$ cat src/hdl/alr_pkg.sv
// Package for the audio linear resampler: configuration record, handshake
// control record, register indexes and sequencer states. No dependencies.
`timescale 1ns / 1ps
`default_nettype none

package alr_pkg;

  localparam int RATE_W   = 17;
  localparam int PHASE_W  = 18;
  localparam int CNT_W    = 4;
  localparam int CFG_IDX_W = 2;

  localparam logic [CNT_W-1:0] EMIT_CAP = 4'd12;

  localparam logic [CFG_IDX_W-1:0] CFG_IN_RATE       = 2'd0;
  localparam logic [CFG_IDX_W-1:0] CFG_OUT_RATE      = 2'd1;
  localparam logic [CFG_IDX_W-1:0] CFG_INPUT_STEREO  = 2'd2;
  localparam logic [CFG_IDX_W-1:0] CFG_OUTPUT_STEREO = 2'd3;

  localparam logic [RATE_W-1:0] IN_RATE_RST  = 17'd44100;
  localparam logic [RATE_W-1:0] OUT_RATE_RST = 17'd16000;

  typedef struct packed {
    logic [RATE_W-1:0] in_rate;
    logic [RATE_W-1:0] out_rate;
    logic              input_stereo;
    logic              output_stereo;
  } alr_cfg_t;

  typedef struct packed {
    logic vld;
    logic last;
  } alr_push_t;

  typedef enum logic [3:0] {
    ST_IDLE,
    ST_CHECK,
    ST_MUL_A,
    ST_MUL_B,
    ST_DIV_GO,
    ST_DIV_WAIT,
    ST_PUSH,
    ST_NEXT,
    ST_FLUSH
  } alr_state_t;

endpackage

`default_nettype wire

$ cat src/hdl/alr_div.sv
// Shared iterative divider: rounds |num|/den half away from zero, one
// quotient bit per cycle. Depends on alr_pkg.
`timescale 1ns / 1ps
`default_nettype none

module alr_div #(
  parameter int SAMPLE_WIDTH = 16
) (
  input  wire logic                                        clk,
  input  wire logic                                        rst_n,
  input  wire logic                                        start,
  input  wire logic signed [SAMPLE_WIDTH+alr_pkg::PHASE_W-1:0] num,
  input  wire logic [alr_pkg::RATE_W-1:0]                  den,
  output logic                                             done,
  output logic signed [SAMPLE_WIDTH-1:0]                   quot
);

  localparam int NW  = SAMPLE_WIDTH + alr_pkg::PHASE_W;
  localparam int IW  = $clog2(SAMPLE_WIDTH);
  localparam logic [IW-1:0] LAST_IT = IW'(SAMPLE_WIDTH - 1);

  logic          busy_r, busy_nxt;
  logic          done_r, done_nxt;
  logic          neg_r, neg_nxt;
  logic [IW-1:0] it_r, it_nxt;
  logic [NW-1:0] rem_r, rem_nxt;
  logic [NW-1:0] dsh_r, dsh_nxt;
  logic [SAMPLE_WIDTH-1:0] quo_r, quo_nxt;
  logic [NW-1:0] mag;
  logic          ge;

  assign mag = num[NW-1] ? NW'(-num) : NW'(num);
  assign ge  = (rem_r >= dsh_r);

  always_comb begin
    busy_nxt = busy_r;
    done_nxt = 1'b0;
    neg_nxt  = neg_r;
    it_nxt   = it_r;
    rem_nxt  = rem_r;
    dsh_nxt  = dsh_r;
    quo_nxt  = quo_r;
    if (start) begin
      busy_nxt = 1'b1;
      neg_nxt  = num[NW-1];
      it_nxt   = '0;
      rem_nxt  = {mag[NW-2:0], 1'b0} + NW'(den);
      dsh_nxt  = NW'(den) << SAMPLE_WIDTH;
      quo_nxt  = '0;
    end else if (busy_r) begin
      if (ge) begin
        rem_nxt = rem_r - dsh_r;
      end
      quo_nxt = {quo_r[SAMPLE_WIDTH-2:0], ge};
      dsh_nxt = dsh_r >> 1;
      it_nxt  = it_r + 1'b1;
      if (it_r == LAST_IT) begin
        busy_nxt = 1'b0;
        done_nxt = 1'b1;
      end
    end
  end

  always_ff @(posedge clk) begin
    if (!rst_n) begin
      busy_r <= 1'b0;
      done_r <= 1'b0;
      it_r   <= '0;
    end else begin
      busy_r <= busy_nxt;
      done_r <= done_nxt;
      it_r   <= it_nxt;
    end
    neg_r <= neg_nxt;
    rem_r <= rem_nxt;
    dsh_r <= dsh_nxt;
    quo_r <= quo_nxt;
  end

  assign done = done_r;
  assign quot = neg_r ? signed'(-quo_r) : signed'(quo_r);

endmodule

`default_nettype wire

$ cat src/hdl/alr_seq.sv
// Sequencer for the resampler: mono mix, phase stepping, shared multiplier
// and result hold-back for the last-word flag. Depends on alr_pkg, alr_div.
`timescale 1ns / 1ps
`default_nettype none

module alr_seq #(
  parameter int SAMPLE_WIDTH = 16
) (
  input  wire logic                           clk,
  input  wire logic                           rst_n,
  input  wire alr_pkg::alr_cfg_t              cfg,
  input  wire logic                           in_valid,
  output logic                                in_stall,
  input  wire logic signed [SAMPLE_WIDTH-1:0] in_left_sample,
  input  wire logic signed [SAMPLE_WIDTH-1:0] in_right_sample,
  input  wire logic                           in_chunk_end,
  input  wire logic                           push_ok,
  output alr_pkg::alr_push_t                  push,
  output logic signed [SAMPLE_WIDTH-1:0]      push_sample
);

  localparam int NUMW = SAMPLE_WIDTH + alr_pkg::PHASE_W;
  localparam int PW   = alr_pkg::PHASE_W;
  localparam int RW   = alr_pkg::RATE_W;

  alr_pkg::alr_state_t state_r, state_nxt;

  logic signed [SAMPLE_WIDTH-1:0] held_r, held_nxt;
  logic                           held_vld_r, held_vld_nxt;
  logic [PW-1:0]                  phase_r, phase_nxt;
  logic signed [SAMPLE_WIDTH-1:0] a_r, a_nxt;
  logic signed [SAMPLE_WIDTH-1:0] b_r, b_nxt;
  logic                           end_r, end_nxt;
  logic                           tail_r, tail_nxt;
  logic [alr_pkg::CNT_W-1:0]      cnt_r, cnt_nxt;
  logic signed [NUMW-1:0]         acc_r, acc_nxt;
  logic signed [SAMPLE_WIDTH-1:0] pend_r, pend_nxt;
  logic                           pend_vld_r, pend_vld_nxt;

  logic signed [SAMPLE_WIDTH:0]   mix_sum;
  logic signed [SAMPLE_WIDTH-1:0] mono;
  logic signed [SAMPLE_WIDTH-1:0] mul_op;
  logic signed [RW:0]             mul_coef;
  logic signed [NUMW-1:0]         prod;
  logic [PW-1:0]                  out_rate_x;
  logic                           div_start, div_done;
  logic signed [SAMPLE_WIDTH-1:0] div_q;

  assign mix_sum = {in_left_sample[SAMPLE_WIDTH-1], in_left_sample}
                 + {in_right_sample[SAMPLE_WIDTH-1], in_right_sample};
  assign mono    = cfg.input_stereo ? mix_sum[SAMPLE_WIDTH:1] : in_left_sample;

  assign out_rate_x = {1'b0, cfg.out_rate};

  assign mul_op   = (state_r == alr_pkg::ST_MUL_B) ? b_r : a_r;
  assign mul_coef = (state_r == alr_pkg::ST_MUL_B) ? signed'({1'b0, phase_r[RW-1:0]})
                  : signed'({1'b0, cfg.out_rate - phase_r[RW-1:0]});
  assign prod     = NUMW'(mul_op) * NUMW'(mul_coef);

  alr_div #(.SAMPLE_WIDTH(SAMPLE_WIDTH)) u_div (
    .clk   (clk),
    .rst_n (rst_n),
    .start (div_start),
    .num   (acc_r),
    .den   (cfg.out_rate),
    .done  (div_done),
    .quot  (div_q)
  );

  always_comb begin
    state_nxt    = state_r;
    held_nxt     = held_r;
    held_vld_nxt = held_vld_r;
    phase_nxt    = phase_r;
    a_nxt        = a_r;
    b_nxt        = b_r;
    end_nxt      = end_r;
    tail_nxt     = tail_r;
    cnt_nxt      = cnt_r;
    acc_nxt      = acc_r;
    pend_nxt     = pend_r;
    pend_vld_nxt = pend_vld_r;
    push         = '0;
    push_sample  = pend_r;
    div_start    = 1'b0;
    unique case (state_r)
      alr_pkg::ST_IDLE: begin
        if (in_valid) begin
          held_nxt     = mono;
          held_vld_nxt = 1'b1;
          end_nxt      = in_chunk_end;
          cnt_nxt      = '0;
          b_nxt        = mono;
          if (held_vld_r) begin
            a_nxt     = held_r;
            tail_nxt  = 1'b0;
            state_nxt = alr_pkg::ST_CHECK;
          end else begin
            phase_nxt = '0;
            a_nxt     = mono;
            tail_nxt  = 1'b1;
            if (in_chunk_end) begin
              state_nxt = alr_pkg::ST_CHECK;
            end
          end
        end
      end
      alr_pkg::ST_CHECK: begin
        if (phase_r < out_rate_x) begin
          if (cnt_r == alr_pkg::EMIT_CAP) begin
            phase_nxt = out_rate_x;
            state_nxt = alr_pkg::ST_NEXT;
          end else begin
            state_nxt = alr_pkg::ST_MUL_A;
          end
        end else begin
          state_nxt = alr_pkg::ST_NEXT;
        end
      end
      alr_pkg::ST_MUL_A: begin
        acc_nxt   = prod;
        state_nxt = alr_pkg::ST_MUL_B;
      end
      alr_pkg::ST_MUL_B: begin
        acc_nxt   = acc_r + prod;
        state_nxt = alr_pkg::ST_DIV_GO;
      end
      alr_pkg::ST_DIV_GO: begin
        div_start = 1'b1;
        state_nxt = alr_pkg::ST_DIV_WAIT;
      end
      alr_pkg::ST_DIV_WAIT: begin
        if (div_done) begin
          state_nxt = alr_pkg::ST_PUSH;
        end
      end
      alr_pkg::ST_PUSH: begin
        push.vld = pend_vld_r;
        if (!pend_vld_r || push_ok) begin
          pend_nxt     = div_q;
          pend_vld_nxt = 1'b1;
          cnt_nxt      = cnt_r + 1'b1;
          phase_nxt    = phase_r + PW'(cfg.in_rate);
          state_nxt    = alr_pkg::ST_CHECK;
        end
      end
      alr_pkg::ST_NEXT: begin
        if (!tail_r) begin
          phase_nxt = phase_r - out_rate_x;
          if (end_r) begin
            a_nxt     = b_r;
            tail_nxt  = 1'b1;
            cnt_nxt   = '0;
            state_nxt = alr_pkg::ST_CHECK;
          end else begin
            state_nxt = alr_pkg::ST_FLUSH;
          end
        end else begin
          held_nxt     = '0;
          held_vld_nxt = 1'b0;
          phase_nxt    = '0;
          state_nxt    = alr_pkg::ST_FLUSH;
        end
      end
      alr_pkg::ST_FLUSH: begin
        push.vld  = pend_vld_r;
        push.last = 1'b1;
        if (!pend_vld_r) begin
          state_nxt = alr_pkg::ST_IDLE;
        end else if (push_ok) begin
          pend_vld_nxt = 1'b0;
          state_nxt    = alr_pkg::ST_IDLE;
        end
      end
      default: state_nxt = alr_pkg::ST_IDLE;
    endcase
  end

  always_ff @(posedge clk) begin
    if (!rst_n) begin
      state_r    <= alr_pkg::ST_IDLE;
      held_r     <= '0;
      held_vld_r <= 1'b0;
      phase_r    <= '0;
      end_r      <= 1'b0;
      tail_r     <= 1'b0;
      cnt_r      <= '0;
      pend_vld_r <= 1'b0;
    end else begin
      state_r    <= state_nxt;
      held_r     <= held_nxt;
      held_vld_r <= held_vld_nxt;
      phase_r    <= phase_nxt;
      end_r      <= end_nxt;
      tail_r     <= tail_nxt;
      cnt_r      <= cnt_nxt;
      pend_vld_r <= pend_vld_nxt;
    end
    a_r    <= a_nxt;
    b_r    <= b_nxt;
    acc_r  <= acc_nxt;
    pend_r <= pend_nxt;
  end

  assign in_stall = (state_r != alr_pkg::ST_IDLE);

endmodule

`default_nettype wire

$ cat src/hdl/audio_linear_resampler_unit.sv
// Top level of the audio linear resampler: configuration registers, output
// word register and the sequencer. Depends on alr_pkg, alr_seq.
// Each result passes through the shared bit-serial divider; output stalls lengthen it.
// A frame gives n results; when it follows a held sample and ends the chunk it also runs a
// tail pass on that sample; a chunk's first frame that does not end it is only held.
// One frame at a time, up to 24 results. Reset restores rates, clears held sample and phase.
`timescale 1ns / 1ps
`default_nettype none

module audio_linear_resampler_unit #(
  parameter int SAMPLE_WIDTH = 16
) (
  input  wire logic                                clk,
  input  wire logic                                rst_n,
  input  wire logic                                cfg_wr_en,
  input  wire logic [alr_pkg::CFG_IDX_W-1:0]       cfg_index,
  input  wire logic [alr_pkg::RATE_W-1:0]          cfg_wdata,
  input  wire logic                                in_valid,
  output logic                                     in_stall,
  input  wire logic signed [SAMPLE_WIDTH-1:0]      in_left_sample,
  input  wire logic signed [SAMPLE_WIDTH-1:0]      in_right_sample,
  input  wire logic                                in_chunk_end,
  output logic                                     out_valid,
  input  wire logic                                out_stall,
  output logic signed [SAMPLE_WIDTH-1:0]           out_pcm,
  output logic                                     out_duplicate,
  output logic                                     out_run_last
);

  alr_pkg::alr_cfg_t  cfg_r, cfg_nxt;
  alr_pkg::alr_push_t push;
  logic signed [SAMPLE_WIDTH-1:0] push_sample;
  logic push_ok;

  logic                           out_valid_r, out_valid_nxt;
  logic signed [SAMPLE_WIDTH-1:0] out_pcm_r, out_pcm_nxt;
  logic                           out_dup_r, out_dup_nxt;
  logic                           out_last_r, out_last_nxt;

  always_comb begin
    cfg_nxt = cfg_r;
    if (cfg_wr_en) begin
      unique case (cfg_index)
        alr_pkg::CFG_IN_RATE:       cfg_nxt.in_rate       = cfg_wdata;
        alr_pkg::CFG_OUT_RATE:      cfg_nxt.out_rate      = cfg_wdata;
        alr_pkg::CFG_INPUT_STEREO:  cfg_nxt.input_stereo  = cfg_wdata[0];
        alr_pkg::CFG_OUTPUT_STEREO: cfg_nxt.output_stereo = cfg_wdata[0];
        default: cfg_nxt = cfg_r;
      endcase
    end
  end

  alr_seq #(.SAMPLE_WIDTH(SAMPLE_WIDTH)) u_seq (
    .clk             (clk),
    .rst_n           (rst_n),
    .cfg             (cfg_r),
    .in_valid        (in_valid),
    .in_stall        (in_stall),
    .in_left_sample  (in_left_sample),
    .in_right_sample (in_right_sample),
    .in_chunk_end    (in_chunk_end),
    .push_ok         (push_ok),
    .push            (push),
    .push_sample     (push_sample)
  );

  assign push_ok = !out_valid_r || !out_stall;

  always_comb begin
    out_valid_nxt = out_valid_r;
    out_pcm_nxt   = out_pcm_r;
    out_dup_nxt   = out_dup_r;
    out_last_nxt  = out_last_r;
    if (push_ok) begin
      out_valid_nxt = push.vld;
      if (push.vld) begin
        out_pcm_nxt  = push_sample;
        out_dup_nxt  = cfg_r.output_stereo;
        out_last_nxt = push.last;
      end
    end
  end

  always_ff @(posedge clk) begin
    if (!rst_n) begin
      cfg_r.in_rate       <= alr_pkg::IN_RATE_RST;
      cfg_r.out_rate      <= alr_pkg::OUT_RATE_RST;
      cfg_r.input_stereo  <= 1'b1;
      cfg_r.output_stereo <= 1'b0;
      out_valid_r         <= 1'b0;
    end else begin
      cfg_r       <= cfg_nxt;
      out_valid_r <= out_valid_nxt;
    end
    out_pcm_r  <= out_pcm_nxt;
    out_dup_r  <= out_dup_nxt;
    out_last_r <= out_last_nxt;
  end

  assign out_valid     = out_valid_r;
  assign out_pcm       = out_pcm_r;
  assign out_duplicate = out_dup_r;
  assign out_run_last  = out_last_r;

endmodule

`default_nettype wire

$ cat config.mk
export PLATFORM = sky130hd
export DESIGN_NAME = audio_linear_resampler_unit
export DESIGN_NICKNAME = d
export VERILOG_FILES = /design/src/hdl/alr_pkg.sv /design/src/hdl/alr_div.sv /design/src/hdl/alr_seq.sv /design/src/hdl/audio_linear_resampler_unit.sv
export SDC_FILE = /design/constraint.sdc
export NUM_CORES = 2
export LEC_CHECK = 0
export BUFFER_PORTS_ARGS = -buffer_cell sky130_fd_sc_hd__buf_2
export CAP_MARGIN = 30
export CORE_UTILIZATION = 35
export CTS_CLUSTER_DIAMETER = 40
export CTS_CLUSTER_SIZE = 20
export DETAILED_ROUTE_END_ITERATION = 7
export PLACE_DENSITY = 0.51
export SETUP_SLACK_MARGIN = 0.1
export SYNTH_ARGS = -nofsm -noshare
export SYNTH_HDL_FRONTEND = slang
export SYNTH_SLANG_ARGS = --single-unit
$ cat constraint.sdc
create_clock -name clk -period 9.7 [get_ports clk]
set_clock_uncertainty 0.05 [all_clocks]
set_input_delay 1.94 -clock clk [delete_from_list [all_inputs] [get_ports clk]]
set_output_delay 1.94 -clock clk [all_outputs]
set_load 0.02 [all_outputs]
==> results.cfg <==
[global_route]
grt_util_all_layers_pct = 20.8
grt_max_degree = 71
gr-total-overflow = 0
grt_pass1_wl_mm = 136
grt_pass1_vias = 24400
antenna_found_initial = 2

[floorplan]
initial_core_util_pct = 35.3
die_h_microns = 289
die_area_sq_mm = 0.0837
row_count = 105
coreArea_sq_mm = 0.0818
io_pins = 77
die_w_microns = 289

[timing]
rsz0062_at_grt = true
fin_crit_ns = 9.49
setup_violations = 0
fmax_mhz = 105
tightest_slew_ns = 0.968
period_share_pct = 97.8
drv_slew = 0
slew_headroom_pct = 35.4
hold_viol = 0
finalSetupTns_ns = 0

[synthesis]
synthArstFlopShare_pct = 0
avgSynthCellArea_sq_um = 8.58
ys_seq_area_share_pct = 24.2
synthFlopType = edfxtp_1
synthesis.nets = 3916
ys_seq_elements = 273
synth_edf_count = 152
ys_types = 76
synth_warnings = 0
netlist_area_sq_mm = 0.0289
synthCells = 3368

[cts]
clock_latency_ns = 0.62
root_buffer = clkbuf_16
cts.reportedPaths.clkPinSlew_ns = 0.06
cts_tree = yes
cts_num_sinks = 273
holdBufCountCts = 0
clock_path_buffers = 3
cts_buffers = 53
htreeDepth = 2

[place]
dp.cells = 4616
portBuffers = 76
hpwl_mm = 69.9
place_area_sq_mm = 0.0320
gp_congestion = 0.930

[final_layout]
area_growth_pct = 20.0
layout.nets = 4176
multiInputGateArea_sq_mm = 0.0206
n_antenna_cell = 0
drive_above_1_share_pct = 16.3
fin_util_pct = 42.4
fillers = 8263
final_area_sq_mm = 0.0347
seq_area_sq_mm = 0.00699
stdcell_count = 4742

[setup_path]
critical-path-max-stage-delay_ns = 0.54
end_kind = flop
path_class = reg -> reg
cp-startpoint = cfg_r[2]$_SDFFE_PN0P_
start_kind = flop
ff2ff_setup_slack_ns = 0.21
crit_cells = 47
crit_path_frequent_cell = fa_1
critPathRequiredTime_ns = 10.00
r2r_cells = 47
arrival_ns = 9.79
worst-path-buf-inv = 11
crit_fanout = 3
timing.rr.start = cfg_r[2]$_SDFFE_PN0P_
crit_slowest_cell = fa_1
r2r_end = u_seq.acc_r[32]$_DFFE_PP_
crit_family = adder cells

[hold_path]
hold_path_end = out_pcm[2]$_DFFE_PP_
min_from = u_seq.push_sample[2]$_DFFE_PP_
worstHoldPathCells = 0
hold_class = reg -> reg

[job]
drv_cap = 0

[detailed_routing]
post_drt_wl_per_cell_microns = 18.3
firstDrtPassIters = 5
avgViaCountPerCell = 5.13
post-route-drc-count = 0
drt_iter0_drc = 1513
ant_nets = 0
wl_mm = 86.8
vias = 24300

[status]
status = finished clean
-- kinds of logic after synthesis --
kind of cell	after synthesis	synth area share, %
AO/OA/AOI/OAI	728	16.1
XOR/XNOR	217	6.57
adder cells (fa/ha/maj)	491	26.8
buffers and inverters	530	6.95
flip-flops	273	24.2
multiplexers	84	2.98
AND/OR/NAND/NOR	1045	16.4
-- how the worst max path moves through the flow --
stage | to | slack (ns)
final | u_seq.acc_r[32]$_DFFE_PP_ | 0.21
after global routing | u_seq.acc_r[33]$_DFFE_PP_ | -0.26
after CTS | u_seq.acc_r[33]$_DFFE_PP_ | 0.10
after detailed placement | u_seq.acc_r[32]$_DFFE_PP_ | -0.28
after global placement | u_seq.acc_r[32]$_DFFE_PP_ | -0.24
after floorplan | u_seq.acc_r[32]$_DFFE_PP_ | 0.14
-- area by class of cell --
| cell class | instances | area share, % |
|---|---|---|
| inverter | 403 | 4.36 |
| sequential | 273 | 20.2 |
| multi-input combinational | 2565 | 59.4 |
| tap | 1070 | 3.86 |
| timing repair buffer | 332 | 6.96 |
| clock buffer | 58 | 3.91 |
| clock inverter | 41 | 1.33 |
-- through the flow --
stage,hold WS (ns),setup WS [ns]
floorplan,0.350,0.137
global placement,0.359,-0.238
detailed placement,0.355,-0.284
CTS,0.367,0.100
global route,0.371,-0.262
finish,0.367,0.209
-- per-layer routing --
layer  track usage (%)  part of all wire, %  up-vias
li1                  -                    -    12000
met1              27.3                   46    11700
met2              34.7                   47      502
met3              3.53                  4.8      129
met4              6.42                  2.8        2
met5                 0                0.018        -
-- sequential cells by signal, summed over array words and instances, names as in the netlist --
| name | count |
|---|---|
| cfg_r | 36 |
| u_seq.acc_r | 34 |
| u_seq.u_div.rem_r | 34 |
| u_seq.u_div.dsh_r | 33 |
| u_seq.phase_r | 18 |
| out_pcm | 16 |
| u_seq.a_r | 16 |
| u_seq.b_r | 16 |
| u_seq.held_r | 16 |
| u_seq.push_sample | 16 |
| u_seq.u_div.quo_r | 16 |
| u_seq.cnt_r | 4 |
| u_seq.state_r | 4 |
| u_seq.u_div.it_r | 4 |
| out_duplicate | 1 |
| out_run_last | 1 |
| out_valid | 1 |
| u_seq.end_r | 1 |
| u_seq.held_vld_r | 1 |
| u_seq.pend_vld_r | 1 |
| u_seq.tail_r | 1 |
| u_seq.u_div.busy_r | 1 |
| u_seq.u_div.done | 1 |
| u_seq.u_div.neg_r | 1 |
-- cell usage after synthesis (23+ instances only) --
library cell / n / area, sq um
o21bai_1: 23 / 173
xor2_1: 72 / 631
nand2_1: 385 / 1450
fa_1: 215 / 4300
clkbuf_1: 104 / 390
xnor2_1: 145 / 1270
mux2i_1: 68 / 681
a21boi_0: 34 / 255
nor3_1: 37 / 185
or3_1: 24 / 150
a31oi_1: 24 / 150
ha_1: 276 / 3450
o21ai_0: 156 / 781
nand3_1: 89 / 445
dfxtp_1: 121 / 2420
edfxtp_1: 152 / 4560
o21a_1: 29 / 218
inv_1: 400 / 1500
nor2b_1: 37 / 231
nand2b_1: 39 / 244
nor2_1: 298 / 1120
a21o_1: 79 / 593
and3_1: 32 / 200
o31ai_1: 28 / 210
a21oi_1: 205 / 1030
-- cell usage in the layout, fill, tap and decap left out, drive strengths merged, types with 20 or more instances in the layout --
cell type  count
and3          32
xor2          72
a21boi        35
o21a          29
xnor2        145
o31ai         29
ha           276
nor2         299
edfxtp       152
o21bai        23
mux2i         68
or3           24
a31oi         24
a211oi        21
fa           215
and2          20
nand2        385
a21oi        205
buf          332
nor2b         37
a21o          79
clkbuf        58
nor3          37
inv          418
dfxtp        121
nand3         89
o21ai        166
nand4         21
nand2b        39
-- worst reg2reg max path: cells and delay by family, from the launching register on --
family	cells	cell delay, ns
DFF	1	0.32
and+or+nand+nor	8	1.07
buffers and inverters	11	0.87
xor gates and xnor gates	3	0.39
AOI/OAI and AO/OA	14	2.23
muxes	1	0.26
adders and majority gates	10	4.06
-- timing repair --
action,in CTS,in global routing
gates resized for setup,59,104
endpoints found under the setup margin,9,14
setup buffers,14,13
pin swaps,43,95
cloned,0,0
Power is not shown: default switching activity piles up to over one toggle a cycle in this logic, so the estimate is an artifact.
